`src/design/retransmit_timeout_tracker_top_macros.svh`:
```
// Assertion macros shared by the tracker modules.
// Each macro expects clk and rst_n in the scope where it is used.
`ifndef RETRANSMIT_TIMEOUT_TRACKER_TOP_MACROS_SVH
`define RETRANSMIT_TIMEOUT_TRACKER_TOP_MACROS_SVH

// Consequent must hold in the same cycle as the antecedent.
`define RTT_ASSERT_NOW(label, ante, cons, msg) \
    label: assert property (@(posedge clk) disable iff (!rst_n) (ante) |-> (cons)) \
        else $error(msg);

// Consequent must hold in the cycle after the antecedent.
`define RTT_ASSERT_NEXT(label, ante, cons, msg) \
    label: assert property (@(posedge clk) disable iff (!rst_n) (ante) |=> (cons)) \
        else $error(msg);

`endif

```
`src/design/rtt_pkg.sv`:
```
`default_nettype none

package rtt_pkg;

    // Field widths
    localparam int OP_W    = 2;
    localparam int ID_W    = 16;
    localparam int STAMP_W = 32;
    localparam int RETRY_W = 4;
    localparam int KIND_W  = 3;
    localparam int ENTRY_W = ID_W + STAMP_W + RETRY_W;

    // Table size default
    localparam int TABLE_ENTRIES_DEF = 16;

    // Register reset values
    localparam logic [STAMP_W-1:0] TIMEOUT_RST = 32'd5000;
    localparam logic [RETRY_W-1:0] LIMIT_RST   = 4'd3;

    // Configuration port
    localparam int APB_ADDR_W = 3;
    localparam int APB_DATA_W = 32;
    localparam logic REG_IDX_TIMEOUT = 1'b0;
    localparam logic REG_IDX_LIMIT   = 1'b1;

    // Operation codes
    localparam logic [OP_W-1:0] OP_SEND  = 2'd0;
    localparam logic [OP_W-1:0] OP_ACK   = 2'd1;
    localparam logic [OP_W-1:0] OP_CHECK = 2'd2;

    // Result kinds
    localparam logic [KIND_W-1:0] KIND_TRACKED    = 3'd0;
    localparam logic [KIND_W-1:0] KIND_LINK_DOWN  = 3'd1;
    localparam logic [KIND_W-1:0] KIND_FULL       = 3'd2;
    localparam logic [KIND_W-1:0] KIND_ACK_REMOVE = 3'd3;
    localparam logic [KIND_W-1:0] KIND_ACK_UNKNOWN = 3'd4;
    localparam logic [KIND_W-1:0] KIND_RETRANSMIT = 3'd5;
    localparam logic [KIND_W-1:0] KIND_GIVE_UP    = 3'd6;
    localparam logic [KIND_W-1:0] KIND_NONE       = 3'd7;

    // One table entry as stored in the RAM
    typedef struct packed {
        logic [ID_W-1:0]    id;
        logic [STAMP_W-1:0] stamp;
        logic [RETRY_W-1:0] retries;
    } rtt_entry_t;

    // Results of the shared compare unit
    typedef struct packed {
        logic               id_match;
        logic               due;
        logic               can_retry;
        logic [RETRY_W-1:0] retries_inc;
    } rtt_cmp_t;

endpackage

`default_nettype wire

```
`src/design/rtt_ram.sv`:
```
`default_nettype none

module rtt_ram #(
    parameter int WIDTH = rtt_pkg::ENTRY_W,
    parameter int DEPTH = rtt_pkg::TABLE_ENTRIES_DEF,
    localparam int ADDR_W = (DEPTH > 1) ? $clog2(DEPTH) : 1
) (
    input  wire logic              clk,
    input  wire logic              we,
    input  wire logic [ADDR_W-1:0] waddr,
    input  wire logic [WIDTH-1:0]  wdata,
    input  wire logic              re,
    input  wire logic [ADDR_W-1:0] raddr,
    output logic      [WIDTH-1:0]  rdata
);

    logic [WIDTH-1:0] mem [DEPTH];

    // Write port
    always_ff @(posedge clk)
    begin
        if (we)
        begin
            mem[waddr] <= wdata;
        end
    end

    // Registered read port
    always_ff @(posedge clk)
    begin
        if (re)
        begin
            rdata <= mem[raddr];
        end
    end

endmodule

`default_nettype wire

```
`src/design/rtt_unit.sv`:
```
`default_nettype none

module rtt_unit (
    input  wire rtt_pkg::rtt_entry_t                entry,
    input  wire logic [rtt_pkg::ID_W-1:0]           key_id,
    input  wire logic [rtt_pkg::STAMP_W-1:0]        now_ms,
    input  wire logic [rtt_pkg::STAMP_W-1:0]        timeout_ms,
    input  wire logic [rtt_pkg::RETRY_W-1:0]        retry_limit,
    output rtt_pkg::rtt_cmp_t                       res
);

    import rtt_pkg::*;

    logic [STAMP_W-1:0] age;

    // Age wraps modulo 2^32
    assign age = now_ms - entry.stamp;

    // Compare the entry against the key and the limits
    always_comb
    begin
        res.id_match    = (entry.id == key_id);
        res.due         = (age > timeout_ms);
        res.can_retry   = (entry.retries < retry_limit);
        res.retries_inc = entry.retries + RETRY_W'(1);
    end

endmodule

`default_nettype wire

```
`src/design/rtt_ctrl.sv`:
```
`default_nettype none
`include "retransmit_timeout_tracker_top_macros.svh"

module rtt_ctrl #(
    parameter int TABLE_ENTRIES = rtt_pkg::TABLE_ENTRIES_DEF,
    localparam int IDX_W = (TABLE_ENTRIES > 1) ? $clog2(TABLE_ENTRIES) : 1
) (
    input  wire logic                          clk,
    input  wire logic                          rst_n,
    // command side
    input  wire logic                          start,
    output logic                               busy,
    input  wire logic [rtt_pkg::OP_W-1:0]      op,
    input  wire logic [rtt_pkg::ID_W-1:0]      msg_id,
    input  wire logic [rtt_pkg::STAMP_W-1:0]   now_ms,
    input  wire logic                          link_up,
    // result side
    output logic                               result_valid,
    output logic [rtt_pkg::KIND_W-1:0]         kind,
    output logic [rtt_pkg::ID_W-1:0]           event_id,
    output logic [rtt_pkg::RETRY_W-1:0]        retry_count,
    output logic                               was_sent,
    output logic                               last,
    // table RAM
    output logic                               ram_re,
    output logic [IDX_W-1:0]                   ram_raddr,
    output logic                               ram_we,
    output logic [IDX_W-1:0]                   ram_waddr,
    output rtt_pkg::rtt_entry_t                ram_wdata,
    input  wire rtt_pkg::rtt_entry_t           ram_rdata,
    // shared compare unit
    output logic [rtt_pkg::ID_W-1:0]           key_id,
    output logic [rtt_pkg::STAMP_W-1:0]        cur_now,
    input  wire rtt_pkg::rtt_cmp_t             cmp
);

    import rtt_pkg::*;

    localparam int CNT_W = $clog2(TABLE_ENTRIES + 1);
    localparam logic [CNT_W-1:0] CNT_END = CNT_W'(TABLE_ENTRIES);

    localparam int ST_W = 1;
    localparam logic [ST_W-1:0] ST_IDLE = 1'b0;
    localparam logic [ST_W-1:0] ST_SCAN = 1'b1;

    logic [ST_W-1:0]          state_reg, state_next;
    logic [CNT_W-1:0]         iss_reg, iss_next;
    logic                     proc_vld_reg, proc_vld_next;
    logic [IDX_W-1:0]         proc_idx_reg, proc_idx_next;
    logic [TABLE_ENTRIES-1:0] valid_reg, valid_next;

    logic [OP_W-1:0]          op_reg, op_next;
    logic [ID_W-1:0]          id_reg, id_next;
    logic [STAMP_W-1:0]       now_reg, now_next;
    logic                     link_reg, link_next;

    logic                     hit_vld_reg, hit_vld_next;
    logic [IDX_W-1:0]         hit_idx_reg, hit_idx_next;
    logic                     free_vld_reg, free_vld_next;
    logic [IDX_W-1:0]         free_idx_reg, free_idx_next;

    logic                     pend_vld_reg, pend_vld_next;
    logic [KIND_W-1:0]        pend_kind_reg, pend_kind_next;
    logic [ID_W-1:0]          pend_id_reg, pend_id_next;
    logic [RETRY_W-1:0]       pend_retry_reg, pend_retry_next;
    logic                     pend_sent_reg, pend_sent_next;

    logic                     result_valid_reg, result_valid_next;
    logic [KIND_W-1:0]        kind_reg, kind_next;
    logic [ID_W-1:0]          event_id_reg, event_id_next;
    logic [RETRY_W-1:0]       retry_count_reg, retry_count_next;
    logic                     was_sent_reg, was_sent_next;
    logic                     last_reg, last_next;

    logic                     entry_on;
    logic                     scan_done;

    assign busy         = (state_reg != ST_IDLE);
    assign key_id       = id_reg;
    assign cur_now      = now_reg;
    assign entry_on     = valid_reg[proc_idx_reg];
    assign scan_done    = (iss_reg == CNT_END) && !proc_vld_reg;

    assign result_valid = result_valid_reg;
    assign kind         = kind_reg;
    assign event_id     = event_id_reg;
    assign retry_count  = retry_count_reg;
    assign was_sent     = was_sent_reg;
    assign last         = last_reg;

    // Sequencer: issue one table read per cycle, handle the entry read the cycle before
    always_comb
    begin
        state_next        = state_reg;
        iss_next          = iss_reg;
        proc_vld_next     = proc_vld_reg;
        proc_idx_next     = proc_idx_reg;
        valid_next        = valid_reg;
        op_next           = op_reg;
        id_next           = id_reg;
        now_next          = now_reg;
        link_next         = link_reg;
        hit_vld_next      = hit_vld_reg;
        hit_idx_next      = hit_idx_reg;
        free_vld_next     = free_vld_reg;
        free_idx_next     = free_idx_reg;
        pend_vld_next     = pend_vld_reg;
        pend_kind_next    = pend_kind_reg;
        pend_id_next      = pend_id_reg;
        pend_retry_next   = pend_retry_reg;
        pend_sent_next    = pend_sent_reg;

        result_valid_next = 1'b0;
        kind_next         = '0;
        event_id_next     = '0;
        retry_count_next  = '0;
        was_sent_next     = 1'b0;
        last_next         = 1'b0;

        ram_re            = 1'b0;
        ram_raddr         = iss_reg[IDX_W-1:0];
        ram_we            = 1'b0;
        ram_waddr         = proc_idx_reg;
        ram_wdata.id      = id_reg;
        ram_wdata.stamp   = now_reg;
        ram_wdata.retries = '0;

        case (state_reg)
            ST_IDLE:
            begin
                proc_vld_next = 1'b0;
                if (start)
                begin
                    op_next   = op;
                    id_next   = msg_id;
                    now_next  = now_ms;
                    link_next = link_up;
                    hit_vld_next  = 1'b0;
                    free_vld_next = 1'b0;
                    pend_vld_next = 1'b0;
                    iss_next      = '0;
                    case (op)
                        OP_SEND:
                        begin
                            if (link_up)
                            begin
                                state_next = ST_SCAN;
                            end
                            else
                            begin
                                // report link down at once, nothing tracked
                                result_valid_next = 1'b1;
                                kind_next         = KIND_LINK_DOWN;
                                event_id_next     = msg_id;
                                last_next         = 1'b1;
                            end
                        end
                        OP_ACK, OP_CHECK:
                        begin
                            state_next = ST_SCAN;
                        end
                        default:
                        begin
                            // undefined op: drop silently
                            state_next = ST_IDLE;
                        end
                    endcase
                end
            end

            ST_SCAN:
            begin
                // Issue the next read
                if (iss_reg != CNT_END)
                begin
                    ram_re        = 1'b1;
                    iss_next      = iss_reg + CNT_W'(1);
                    proc_vld_next = 1'b1;
                    proc_idx_next = iss_reg[IDX_W-1:0];
                end
                else
                begin
                    proc_vld_next = 1'b0;
                end

                // Handle the entry whose data just arrived
                if (proc_vld_reg)
                begin
                    case (op_reg)
                        OP_SEND, OP_ACK:
                        begin
                            if (entry_on && cmp.id_match && !hit_vld_reg)
                            begin
                                hit_vld_next = 1'b1;
                                hit_idx_next = proc_idx_reg;
                            end
                            if (!entry_on && !free_vld_reg)
                            begin
                                free_vld_next = 1'b1;
                                free_idx_next = proc_idx_reg;
                            end
                        end
                        OP_CHECK:
                        begin
                            if (entry_on && cmp.due)
                            begin
                                // release the previous event, it is not the final one
                                if (pend_vld_reg)
                                begin
                                    result_valid_next = 1'b1;
                                    kind_next         = pend_kind_reg;
                                    event_id_next     = pend_id_reg;
                                    retry_count_next  = pend_retry_reg;
                                    was_sent_next     = pend_sent_reg;
                                end
                                pend_vld_next = 1'b1;
                                pend_id_next  = ram_rdata.id;
                                if (cmp.can_retry)
                                begin
                                    ram_we            = 1'b1;
                                    ram_wdata.id      = ram_rdata.id;
                                    ram_wdata.retries = cmp.retries_inc;
                                    pend_kind_next    = KIND_RETRANSMIT;
                                    pend_retry_next   = cmp.retries_inc;
                                    pend_sent_next    = link_reg;
                                end
                                else
                                begin
                                    valid_next[proc_idx_reg] = 1'b0;
                                    pend_kind_next    = KIND_GIVE_UP;
                                    pend_retry_next   = ram_rdata.retries;
                                    pend_sent_next    = 1'b0;
                                end
                            end
                        end
                        default:
                        begin
                            hit_vld_next = hit_vld_reg;
                        end
                    endcase
                end

                // Close the transaction once every entry has been handled
                if (scan_done)
                begin
                    state_next        = ST_IDLE;
                    result_valid_next = 1'b1;
                    last_next         = 1'b1;
                    event_id_next     = id_reg;
                    case (op_reg)
                        OP_SEND:
                        begin
                            if (hit_vld_reg || free_vld_reg)
                            begin
                                ram_we    = 1'b1;
                                ram_waddr = hit_vld_reg ? hit_idx_reg : free_idx_reg;
                                valid_next[ram_waddr] = 1'b1;
                                kind_next = KIND_TRACKED;
                            end
                            else
                            begin
                                kind_next = KIND_FULL;
                            end
                        end
                        OP_ACK:
                        begin
                            if (hit_vld_reg)
                            begin
                                valid_next[hit_idx_reg] = 1'b0;
                                kind_next = KIND_ACK_REMOVE;
                            end
                            else
                            begin
                                kind_next = KIND_ACK_UNKNOWN;
                            end
                        end
                        default:
                        begin
                            if (pend_vld_reg)
                            begin
                                kind_next        = pend_kind_reg;
                                event_id_next    = pend_id_reg;
                                retry_count_next = pend_retry_reg;
                                was_sent_next    = pend_sent_reg;
                            end
                            else
                            begin
                                kind_next     = KIND_NONE;
                                event_id_next = '0;
                            end
                        end
                    endcase
                end
            end

            default:
            begin
                state_next = ST_IDLE;
            end
        endcase
    end

    // Control state
    always_ff @(posedge clk or negedge rst_n)
    begin
        if (!rst_n)
        begin
            state_reg        <= ST_IDLE;
            iss_reg          <= '0;
            proc_vld_reg     <= 1'b0;
            valid_reg        <= '0;
            hit_vld_reg      <= 1'b0;
            free_vld_reg     <= 1'b0;
            pend_vld_reg     <= 1'b0;
            result_valid_reg <= 1'b0;
        end
        else
        begin
            state_reg        <= state_next;
            iss_reg          <= iss_next;
            proc_vld_reg     <= proc_vld_next;
            valid_reg        <= valid_next;
            hit_vld_reg      <= hit_vld_next;
            free_vld_reg     <= free_vld_next;
            pend_vld_reg     <= pend_vld_next;
            result_valid_reg <= result_valid_next;
        end
    end

    // Payload
    always_ff @(posedge clk)
    begin
        proc_idx_reg    <= proc_idx_next;
        op_reg          <= op_next;
        id_reg          <= id_next;
        now_reg         <= now_next;
        link_reg        <= link_next;
        hit_idx_reg     <= hit_idx_next;
        free_idx_reg    <= free_idx_next;
        pend_kind_reg   <= pend_kind_next;
        pend_id_reg     <= pend_id_next;
        pend_retry_reg  <= pend_retry_next;
        pend_sent_reg   <= pend_sent_next;
        kind_reg        <= kind_next;
        event_id_reg    <= event_id_next;
        retry_count_reg <= retry_count_next;
        was_sent_reg    <= was_sent_next;
        last_reg        <= last_next;
    end

    // Checks
    `RTT_ASSERT_NOW(a_idle_no_proc, state_reg == ST_IDLE, !proc_vld_reg,
        "entry handled while idle")
    `RTT_ASSERT_NOW(a_last_ends_item, result_valid_reg && last_reg, state_reg == ST_IDLE,
        "final result while still scanning")
    `RTT_ASSERT_NOW(a_inner_in_check, result_valid_reg && !last_reg,
        state_reg == ST_SCAN && op_reg == OP_CHECK, "non-final result outside a check")
    `RTT_ASSERT_NEXT(a_scan_closes, state_reg == ST_SCAN && scan_done,
        state_reg == ST_IDLE && result_valid_reg && last_reg, "scan did not close")

endmodule

`default_nettype wire

```
`src/design/retransmit_timeout_tracker_top.sv`:
```
`default_nettype none

// Retransmission timer table. Pulse start while busy is low to hand in one
// command (send, ack or timeout check). Each result sits on the result ports
// for a single cycle, marked by result_valid, and cannot be held off, so the
// receiver must take every one.
// A send with the link down and the undefined op never raise busy. The
// link-down result comes in the cycle after the accept, and the next command
// can be accepted at once. Every other command walks the whole table through
// a single RAM read port and one shared compare unit, one entry per cycle. It
// keeps busy high while the entries are read in turn, while the read data of
// the last entry is handled, and while the scan closes. The final result,
// flagged by last, comes in the first cycle with busy low, and the next
// command can be accepted in that cycle.
// A check emits one result per due entry, in index order, the last one
// flagged by last; with nothing due it emits a single "no events" result.
// timeout_ms and retry_limit sit at byte addresses 0 and 4 of the APB port
// and are to be written only while the block is idle.
module retransmit_timeout_tracker_top #(
    parameter int TABLE_ENTRIES = rtt_pkg::TABLE_ENTRIES_DEF
) (
    input  wire logic                               clk,
    input  wire logic                               rst_n,
    // command
    input  wire logic                               start,
    output logic                                    busy,
    input  wire logic [rtt_pkg::OP_W-1:0]           op,
    input  wire logic [rtt_pkg::ID_W-1:0]           msg_id,
    input  wire logic [rtt_pkg::STAMP_W-1:0]        now_ms,
    input  wire logic                               link_up,
    // result
    output logic                                    result_valid,
    output logic [rtt_pkg::KIND_W-1:0]              kind,
    output logic [rtt_pkg::ID_W-1:0]                event_id,
    output logic [rtt_pkg::RETRY_W-1:0]             retry_count,
    output logic                                    was_sent,
    output logic                                    last,
    // configuration
    input  wire logic                               psel,
    input  wire logic                               penable,
    input  wire logic                               pwrite,
    input  wire logic [rtt_pkg::APB_ADDR_W-1:0]     paddr,
    input  wire logic [rtt_pkg::APB_DATA_W-1:0]     pwdata,
    output logic [rtt_pkg::APB_DATA_W-1:0]          prdata,
    output logic                                    pready
);

    import rtt_pkg::*;

    localparam int IDX_W = (TABLE_ENTRIES > 1) ? $clog2(TABLE_ENTRIES) : 1;

    logic [STAMP_W-1:0] timeout_reg;
    logic [RETRY_W-1:0] limit_reg;
    logic               reg_sel;
    logic               cfg_wr;

    logic               ram_re;
    logic [IDX_W-1:0]   ram_raddr;
    logic               ram_we;
    logic [IDX_W-1:0]   ram_waddr;
    rtt_entry_t         ram_wdata;
    rtt_entry_t         ram_rdata;

    logic [ID_W-1:0]    key_id;
    logic [STAMP_W-1:0] cur_now;
    rtt_cmp_t           cmp;

    // Register file
    assign pready  = 1'b1;
    assign reg_sel = paddr[2];
    assign cfg_wr  = psel && penable && pwrite && pready;

    always_ff @(posedge clk or negedge rst_n)
    begin
        if (!rst_n)
        begin
            timeout_reg <= TIMEOUT_RST;
            limit_reg   <= LIMIT_RST;
        end
        else if (cfg_wr)
        begin
            if (reg_sel == REG_IDX_TIMEOUT)
            begin
                timeout_reg <= pwdata;
            end
            else
            begin
                limit_reg <= pwdata[RETRY_W-1:0];
            end
        end
    end

    always_comb
    begin
        if (reg_sel == REG_IDX_LIMIT)
        begin
            prdata = {{(APB_DATA_W - RETRY_W){1'b0}}, limit_reg};
        end
        else
        begin
            prdata = timeout_reg;
        end
    end

    // Entry table
    rtt_ram #(
        .WIDTH (ENTRY_W),
        .DEPTH (TABLE_ENTRIES)
    ) u_ram (
        .clk   (clk),
        .we    (ram_we),
        .waddr (ram_waddr),
        .wdata (ram_wdata),
        .re    (ram_re),
        .raddr (ram_raddr),
        .rdata (ram_rdata)
    );

    // Shared compare unit
    rtt_unit u_unit (
        .entry       (ram_rdata),
        .key_id      (key_id),
        .now_ms      (cur_now),
        .timeout_ms  (timeout_reg),
        .retry_limit (limit_reg),
        .res         (cmp)
    );

    // Sequencer
    rtt_ctrl #(
        .TABLE_ENTRIES (TABLE_ENTRIES)
    ) u_ctrl (
        .clk          (clk),
        .rst_n        (rst_n),
        .start        (start),
        .busy         (busy),
        .op           (op),
        .msg_id       (msg_id),
        .now_ms       (now_ms),
        .link_up      (link_up),
        .result_valid (result_valid),
        .kind         (kind),
        .event_id     (event_id),
        .retry_count  (retry_count),
        .was_sent     (was_sent),
        .last         (last),
        .ram_re       (ram_re),
        .ram_raddr    (ram_raddr),
        .ram_we       (ram_we),
        .ram_waddr    (ram_waddr),
        .ram_wdata    (ram_wdata),
        .ram_rdata    (ram_rdata),
        .key_id       (key_id),
        .cur_now      (cur_now),
        .cmp          (cmp)
    );

endmodule

`default_nettype wire

```
`config.mk`:
```
export PLATFORM = sky130hd
export DESIGN_NAME = retransmit_timeout_tracker_top
export DESIGN_NICKNAME = d
export VERILOG_FILES = /design/src/design/rtt_pkg.sv /design/src/design/rtt_ram.sv /design/src/design/rtt_unit.sv /design/src/design/rtt_ctrl.sv /design/src/design/retransmit_timeout_tracker_top.sv
export VERILOG_INCLUDE_DIRS = /design/src /design/src/design
export SDC_FILE = /design/constraint.sdc
export NUM_CORES = 1
export LEC_CHECK = 0
export BUFFER_PORTS_ARGS = -buffer_cell sky130_fd_sc_hd__clkbuf_2
export CAP_MARGIN = 10
export CORE_UTILIZATION = 30
export CTS_CLUSTER_DIAMETER = 30
export DETAILED_ROUTE_END_ITERATION = 6
export GPL_ROUTABILITY_DRIVEN = 0
export GPL_TIMING_DRIVEN = 0
export PLACE_DENSITY = 0.45
export SYNTH_ARGS = -nofsm -noshare
export SYNTH_HDL_FRONTEND = slang
export SYNTH_HIERARCHICAL = 1
export SYNTH_SLANG_ARGS = --single-unit
export TNS_END_PERCENT = 10
```
`constraint.sdc`:
```
create_clock -name clk -period 14.9 [get_ports clk]
set_input_delay 4.47 -clock clk [delete_from_list [all_inputs] [get_ports clk]]
set_output_delay 4.47 -clock clk [all_outputs]
set_load 0.01 [all_outputs]
```
After elaboration in Yosys (flattened, before gate mapping)
Memory sizes are Yosys's and may differ from the RTL's. A register that Yosys moved wholly into a read port is not among the register bits.
Cells that the tools add are included.
{ "word_totals": {"regBits": 175, "ram_bits": 832, "output_inout_bits": 60, "wordCells": 207, "n_memories": 1} }
{ "mem_list": {"columns": ["memory", "depth", "word_bits", "rd", "rd_clocked_by_memory_dff", "wr", "line_no", "source"], "rows": [
  ["u_ram.mem", 16, 52, 1, 1, 1, "rtt_ram.sv:17", "logic [WIDTH-1:0] mem [DEPTH];"]
]} }
{ "classes": {"add_sub_neg": 3, "order_cmp": 8, "eq_ne": 15, "n_mux": 117, "bitwise": 7, "n_reduce_logical": 30} }
{ "ops": {"columns": ["op", "n"], "rows": [
  ["$mux W16", 22],
  ["$mux W4", 18],
  ["$pmux W16 S2", 2],
  ["$mux W1", 46],
  ["$and A16 B16 Y16", 2],
  ["$gt A32 B32 Y1", 1],
  ["$mux W32", 1],
  ["$not A16 Y16", 2],
  ["$sub A32 B32 Y32", 1],
  ["$mux W3", 9],
  ["$reduce_and A4 Y1", 6],
  ["$eq A16 B16 Y1", 1],
  ["$ne A2 B2 Y1 const B", 8],
  ["$or A16 B16 Y16", 1],
  ["$pmux W1 S2", 8],
  ["$lt A4 B5 Y1 const B", 3],
  ["$demux W1 S4", 3],
  ["$ge A4 B1 Y1 const B", 3],
  ["$pmux W3 S2", 2],
  ["$logic_and A1 B1 Y1", 10],
  ["$mux W5", 2],
  ["$pmux W5 S2", 1],
  ["$reduce_and A2 Y1", 5],
  ["$add A5 B1 Y5 const B", 1],
  ["other kinds (13)", 22]
]} }

Depth between registers and ports, before layout
Gate-level depths: netlist (run 1).
{ "depth": {"ltp_word": 15, "mapped_depth": 25} }

Modules after synthesis
The synthesis (run 1) kept the hierarchy.
{ "modules_own_cells": {"columns": ["mod", "instances", "cells_each", "area_per_inst_um2", "seq_area_each_um2"], "rows": [
  ["rtt_ram", 1, 1344, 32736.4, 26545.5],
  ["rtt_ctrl", 1, 504, 6217.2, 3758.6],
  ["rtt_unit", 1, 441, 3072.9, 0.0],
  ["retransmit_timeout_tracker_top", 1, 114, 1735.4, 909.6]
]} }

Worst setup path before layout (run 1)
OpenSTA, ideal clock, no wires.
{ "synth_timing": {"path_type": "input-to-output", "from": "input port paddr[2] (netlist name)", "to": "output port prdata[2] (netlist name)", "t_arrival_ps": 5003, "setup_slack_ps": 5427, "path_stages": 2, "cell_sequence": "buf_2 mux2_2"} }
{ "synth_between": {"elab_chain_cells": 1} }
{ "synth_rtl": {"columns": ["element", "line_no", "source"], "rows": [
  ["start, declared", "retransmit_timeout_tracker_top.sv:42", "input wire logic [rtt_pkg::APB_ADDR_W-1:0] paddr,"],
  ["$mux W32", "retransmit_timeout_tracker_top.sv:95", "if (reg_sel == REG_IDX_LIMIT)"],
  ["end, declared", "retransmit_timeout_tracker_top.sv:44", "output logic [rtt_pkg::APB_DATA_W-1:0] prdata,"]
]} }
No other way between the ends.

Worst setup path after layout (run 1)
{ "layout_timing": {"from": "input port paddr[2] (netlist name)", "to": "output port prdata[3] (netlist name)"} }
Same word-level chain as after synthesis.

==> metrics.yaml, run 1 <==
slew_headroom_pct: 17.87
cts_resized: 0
synth_seq_cells: 1058
nets: 2990
post-route-min-period_ns: 9.926
synthTopCellsByArea: "edfxtp_1 67%, mux4_2 11%, dfrtp_1 3.2%"
p_per_area_mw_per_mm2: 208.1
cts_setup_buffers: 0
vias_per_cell: 4.925
antenna_found_initial: 0
crit_family: "buffers and inverters"
numCtsBuffers: 214
fmax_ghz: 0.1007
die_h_um: 383.9
endpoint_kind: "output pin"
hold_buffers: 0
synth_edf_count: 970
slew_violations: 0
routed_wl_mm: 119.4
wl_per_cell_um: 24.28
crit_type: "in -> out"
worst_pin_slew_ns: 1.219
yosysTopAreaCellShare_pct: 66.56
largest_reg_flops: 832
crit_top_cell: "clkbuf_2"
crit_arrival_ns: 5.46
place_inst: 4513
crit_fanout: 10
yosysTopAreaCell: "edfxtp_1"
clock_latency_ns: 0.81
status: "finished clean"
rows: 139
io_pins: 152
slowest_delay_ns: 0.36
ys_types: 100
ys_seq_area_share_pct: 71.33
fin_skew_ns: 0.03109
largest-register: "u_ram/mem"
worstPathCellList: "clkbuf_2 -> buf_2 -> mux2_2 -> clkbuf_2"
htree_levels: 4
yosysWarnings: 6
leakage_nw: 19.58
insertedDiodeCount: 0
setup_tns_ns: 0
hold_path_class: "reg -> reg"
clockBufferDepth: 3
grt_max_degree: 54
area_growth_pct: 26.97
gr-total-overflow: 0
drt_first_pass_iters: 5
dp_hpwl_mm: 80.54
via_count: 24220
cts_tree: "done"
cp_num_buf_inv: 3
cap_violations: 0
yosysMostFrequentCell: "edfxtp_1"
core_mm2: 0.1442
avgSynthCellArea_um2: 18.21
post_layout_nonfiller_instances: 4918
drc: 0
synth_area_mm2: 0.04376
ys.flop_type: "edfxtp_1"
synth_cells: 2403
r2r_setup_slack_ns: 5.78
dieArea_mm2: 0.1474
post_dp_cell_area_mm2: 0.04799
cp.required_ns: 10.43
grt_pass1_vias: 25810
clkSlewWorstSetupHoldPaths_ns: 0.04
grt_pass1_wl_mm: 175.0
crit_path_top_delay_cell: "mux2_2"
drive_gt1_share_pct: 32.57
multi_input_area_mm2: 0.01137
final_area_mm2: 0.05557
async_flop_share_pct: 5.955
track_usage_pct: 16.28
ys_top_cells_by_count: "970 x edfxtp_1, 208 x mux4_2, 121 x a22oi_1"
io_buffer_count: 148
clock-sinks: 1058
min_period_over_period_pct: 66.62
start_kind: "input pin"
irDropWorstVdd_uv: 100.4
finalHoldViolations: 0
ant_nets: 0
rsz0062_at_grt: "no"
die_width_um: 383.9
drt_iter0_markers: 1659
syn-num-nets: 2567
setup_viol: 0
finalHoldWorstSlack_ns: 0.4346
ff_latch_area_mm2: 0.03121
initial_core_util_pct: 30.35
largestRegisters: "u_ram/mem x832, u_ram/rdata x52"
clockRootBuffer: "clkbuf_16"
nFillCells: 13124
[kinds of logic after synthesis]
group / count (synthesis) / synth area share [%]
buf+inv: 256 / 3.005
flops: 1058 / 71.33
fa+ha+maj: 72 / 2.076
other cells: 1 / 0.008569
xor+xnor: 45 / 0.9006
simple gates: 335 / 3.960
mux: 278 / 12.88
compound gates: 358 / 5.841
[routing by layer]
metal  share of wire, %  track usage (%)
met5                  0                0
met4                2.1            5.268
met3                5.4            3.387
met2                 48            26.45
met1                 44            21.71
[where the power goes]
part	switching (mW)	internal [mW]
Sequential	0.130	3.55
Clock	1.61	3.32
Combinational	1.78	1.18
Total	3.52	8.05
[cell usage in the layout (no fill, tap or decap), types with 25 or more instances in the layout]
cell / n
o21ai_0: 58
dfxtp_1: 25
buf_2: 28
clkinvlp_4: 27
clkbuf_16: 215
nor2b_1: 40
buf_4: 45
nand2_1: 110
clkinv_1: 37
a21oi_1: 45
a22oi_1: 121
bufinv_16: 39
clkinv_2: 32
mux2_4: 40
clkbuf_2: 149
ha_1: 71
xnor2_1: 31
edfxtp_1: 970
nor2_1: 35
dfrtp_1: 56
mux4_2: 208
clkbuf_1: 66
buf_6: 41
inv_1: 108
[layout make-up]
cell class                 instances  area share, %
clock inverter                   174          3.817
clock buffer                     231          9.791
buffer                           146          1.624
tap                             1903          4.285
multi-input combinational       1089          20.46
timing repair buffer             207          3.094
inverter                         110         0.7521
sequential                      1058          56.17
[through the flow]
stage               util, %  setup WS (ns)  total power [mW]
global route          38.54          4.899             12.08
floorplan                 -          5.427             5.660
global placement      32.52         -1.794             6.669
CTS                   38.53          4.907             11.70
detailed placement    33.29          4.910             6.717
finish                38.54          4.974             11.56
[worst paths after layout]
path	start	end	cells past startpoint
hold reg to reg	u_ctrl/pend_retry_reg[2]	u_ctrl/retry_count[2]	1
max in group asynchronous	rst_n	timeout_reg[9]	2
setup / recovery	paddr[2]	prdata[3]	4
setup reg to reg	u_ctrl/cur_now[3]	u_ram/mem[8][25]	25
min in group asynchronous	rst_n	u_ctrl/hit_vld_reg	1
hold / removal	u_ctrl/pend_retry_reg[2]	u_ctrl/retry_count[2]	1
[worst register-to-register path, cell delays in order, from the launching register on]
cell and delay, ns:
edfxtp_1 0.42, ha_1 0.39, a21o_1 0.19, a21oi_1 0.26
a21oi_1 0.21, o21ai_0 0.98, a2111oi_0 0.29, a41oi_1 0.25
o211ai_1 0.25, ha_1 0.38, nand4_1 0.18, nor3_1 0.25
nand4_1 0.25, or3_1 0.38, o221ai_1 0.19, o21ba_2 0.23
a31oi_1 0.64, nand3b_1 0.31, nor2_1 0.22, nand2_1 0.16
o21ai_0 0.43, nand3b_1 0.37, nor3_2 0.88, buf_6 0.27
buf_4 0.25, buf_6 0.18
No activity file was read; power rests on OpenSTA's default activity.
==> inputs of run 2 (changes only) <==
- ABC_AREA: default -> 1
- PLACE_DENSITY: 0.45 -> 0.47
- clock period: 14.9 -> 9 ns (I/O delays scaled with it)
==> run 2 against run 1 <==
  * Register-to-register slack got worse by 4.3 ns
  * Area after synthesis up 12%
  * Sequential cell count unchanged
  * Critical endpoint is now u_ram/mem[14][13]
  * Largest power group unchanged
  * Highest routed layer unchanged
==> metrics.yaml, run 2 <==
dp_worst_setup_slack_ns: 1.539  # was 4.910 ns
gr-total-overflow: 0  # unchanged
synth-simple-area-share_pct: 22.26  # was 3.960%
dp_hpwl_mm: 110.5  # was 80.54 mm
leakage_nw: 27.80  # was 19.58 nW
fin_skew_ns: 0.06120  # was 0.03109 ns
crit_family: "simple AND/OR/NAND/NOR gates"  # was buffers and inverters
irDropWorstVdd_uv: 188.4  # was 100.4 µV
track_usage_pct: 19.66  # was 16.28%
cts_resized: 0  # unchanged
slew_violations: 0  # unchanged
min_period_over_period_pct: 83.72
cts_setup_buffers: 0  # unchanged
yosysTopAreaCell: "edfxtp_1"  # unchanged
dieArea_mm2: 0.1646  # was 0.1474 mm²
hold_buffers: 0  # unchanged
core_mm2: 0.1611  # was 0.1442 mm²
ys_seq_area_share_pct: 63.83  # was 71.33%
synth_seq_cells: 1058  # unchanged
crit_path_top_delay_cell: "nor2_4"  # was mux2_2
slowest_delay_ns: 0.81  # was 0.36 ns
io_buffer_count: 148  # unchanged
nets: 5674  # was 2,990
grt_max_degree: 54  # unchanged
avgSynthCellArea_um2: 9.724  # was 18.21 µm²
largest-register: "u_ram/mem"  # unchanged
numCtsBuffers: 283  # was 214
setup_viol: 0  # unchanged
drive_gt1_share_pct: 15.34  # was 32.57%
cp_num_buf_inv: 6  # was 3
initial_core_util_pct: 30.35  # about the same
pwr-share-comb_pct: 31.3  # was 25.6%
die_width_um: 405.7  # was 383.9 µm
die_h_um: 405.7  # was 383.9 µm
internal_power_mw: 14.79  # was 8.046 mW
synth_mux_area_share_pct: 0  # was 12.88%
yosysTopAreaCellShare_pct: 59.56  # was 66.56%
yosysMostFrequentCell: "nand2_1"  # was edfxtp_1
fmax_ghz: 0.1327
synth_area_mm2: 0.04890  # was 0.04376 mm²
antenna_found_initial: 3  # was 0
post_dp_cell_area_mm2: 0.05345  # was 0.04799 mm²
wl_per_cell_um: 20.64  # was 24.28 µm
place_inst: 7384  # was 4,513
crit_top_cell: "nand2_1"  # was clkbuf_2
worst_pin_slew_ns: 1.294  # was 1.219 ns
clockRootBuffer: "clkbuf_16"  # unchanged
drt_iter0_markers: 3333  # was 1,659
endpoint_kind: "register"  # was output pin
fin_util_pct: 38.85  # was 38.54%
rsz0062_at_grt: "no"  # unchanged
largestRegisters: "u_ram/mem x832, u_ram/rdata x52"  # unchanged
start_kind: "register"  # was input pin
synth_cells: 5029  # was 2,403
syn-num-nets: 5193  # was 2,567
final_area_mm2: 0.06260  # was 0.05557 mm²
setup_tns_ns: 0  # unchanged
ys.flop_type: "edfxtp_1"  # unchanged
hold_path_class: "reg -> reg"  # unchanged
largest_reg_flops: 832  # unchanged
clock_latency_ns: 0.88  # was 0.81 ns
synth_xor_area_share_pct: 0.6447  # was 0.9006%
vias_per_cell: 4.637  # was 4.925
synth_top_family_by_area: "simple AND/OR/NAND/NOR gates"  # was multiplexers
ant_nets: 0  # unchanged
post-route-min-period_ns: 7.535
swShare_pct: 36.21  # was 30.42%
routed_wl_mm: 162.5  # was 119.4 mm
clock-sinks: 1058  # unchanged
grt_pass1_wl_mm: 233.7  # was 175.0 mm
cts_tree: "done"  # unchanged
p_per_area_mw_per_mm2: 370.3  # was 208.1 mW/mm²
p_sw_mw: 8.393  # was 3.517 mW
htree_levels: 5  # was 4
synth_compound_area_share_pct: 1.648  # was 5.841%
finalHoldViolations: 0  # unchanged
clockBufferDepth: 4  # was 3
clkSlewWorstSetupHoldPaths_ns: 0.04  # about the same
crit_type: "reg -> reg"  # was in -> out
power.share.clock_pct: 41.8  # was 42.6%
via_count: 36502  # was 24,220
ys_types: 52  # was 100
fin_ws_ns: 1.465  # was 4.974 ns
cap_violations: 0  # unchanged
cp.required_ns: 9.52  # was 10.43 ns
mostFrequentLayoutCell: "nand2_1"  # was edfxtp_1
finalHoldWorstSlack_ns: 0.4308  # was 0.4346 ns
ys_top_cells_by_count: "1,564 x nand2_1, 970 x edfxtp_1, 910 x inv_1"  # was 970 x edfxtp_1, 208 x mux4_2, 121 x a22oi_1
seqPwrFrac_pct: 26.9  # was 31.8%
crit_fanout: 19  # was 10
drc: 0  # unchanged
synthAdderAreaFrac_pct: 1.857  # was 2.076%
rows: 147  # was 139
most-common-layout-cells: "1,564 x nand2_1, 970 x edfxtp_1, 909 x inv_1, 735 x nand3_1, 291 x clkbuf_16"  # was 970 x edfxtp_1, 215 x clkbuf_16, 208 x mux4_2, 149 x clkbuf_2, 121 x a22oi_1
power.total_mw: 23.18  # was 11.56 mW
drt_first_pass_iters: 5  # unchanged
slew_headroom_pct: 13.71  # was 17.87%
post_layout_nonfiller_instances: 7872  # was 4,918
grt_pass1_vias: 34670  # was 25,810
synthTopCellsByArea: "edfxtp_1 60%, nand2_1 12%, nand3_1 7.5%"  # was edfxtp_1 67%, mux4_2 11%, dfrtp_1 3.2%
yosysWarnings: 6  # unchanged
crit_arrival_ns: 8.05  # was 5.46 ns
synth_edf_count: 970  # unchanged
area_growth_pct: 28.01  # was 26.97%
async_flop_share_pct: 5.955  # unchanged
status: "finished clean"  # unchanged
io_pins: 152  # unchanged
-- run 2: cell types whose count changed after synthesis, sizes merged, moves of 18 or more --
cell / change
mux4: -210
nor2: +121
inv: +812
a21oi: +18
mux2: -56
buf: +106
o21ai: -40
nand2: +1494
nor2b: -40
xnor2: -24
a22oi: -121
nand3: +724
-- run 2: power by group through the flow --
stage | clock network [mW] | logic [mW] | registers [mW]
final | 9.69 | 7.25 | 6.24
after global routing | 10.1 | 7.93 | 6.28
after CTS | 9.82 | 7.24 | 6.25
after detailed placement | 0 | 7.20 | 6.32
after global placement | 0 | 7.05 | 6.35
after floorplan | 0 | 4.27 | 6.24
-- run 2: layout make-up --
| type | instances | area, µm² |
|---|---|---|
| Antenna cell | 1 | 2.502 |
| Clock buffer | 340 | 7516 |
| Timing Repair Buffer | 196 | 1713 |
| Inverter | 923 | 3470 |
| Multi-Input combinational cell | 2804 | 13060 |
| Sequential cell | 1058 | 31210 |
| Tap cell | 2160 | 2703 |
| Buffer | 244 | 1301 |
| Fill cell | 15799 | 98520 |
| Clock inverter | 146 | 1620 |
-- run 2: worst min-delay path: stages (launching register included) --
cell and delay, ns:
edfxtp_1 0.31, nand2_1 0.05, nand2_1 0.04
-- run 2: logic make-up after synthesis --
family	Yosys count
and+or+nand+nor	2561
buffers and inverters	1167
DFF	1058
AOI/OAI and AO/OA	134
adders and majority gates	72
xor gates and xnor gates	36
other	1
-- run 2: worst paths after layout --
path	startpoint	to	slack, ns	cells past startpoint
setup reg to reg	u_ctrl/cur_now[0]	u_ram/mem[14][13]	1.47	30
hold / removal	u_ctrl/pend_id_reg[1]	u_ctrl/event_id[1]	0.43	2
setup / recovery	u_ctrl/cur_now[0]	u_ram/mem[14][13]	1.47	30
max in group asynchronous	rst_n	timeout_reg[12]	6.61	2
min in group asynchronous	rst_n	u_ctrl/iss_reg[3]	1.75	1
hold reg to reg	u_ctrl/pend_id_reg[1]	u_ctrl/event_id[1]	0.43	2
-- run 2: routing by layer --
metal | track usage (%) | wire length, µm | up-vias
li1 | - | - | 17222
met1 | 26.31 | 70850 | 17691
met2 | 31.19 | 74910 | 1278
met3 | 3.434 | 10440 | 311
met4 | 8.421 | 6251 | 0
met5 | 0 | 0 | -
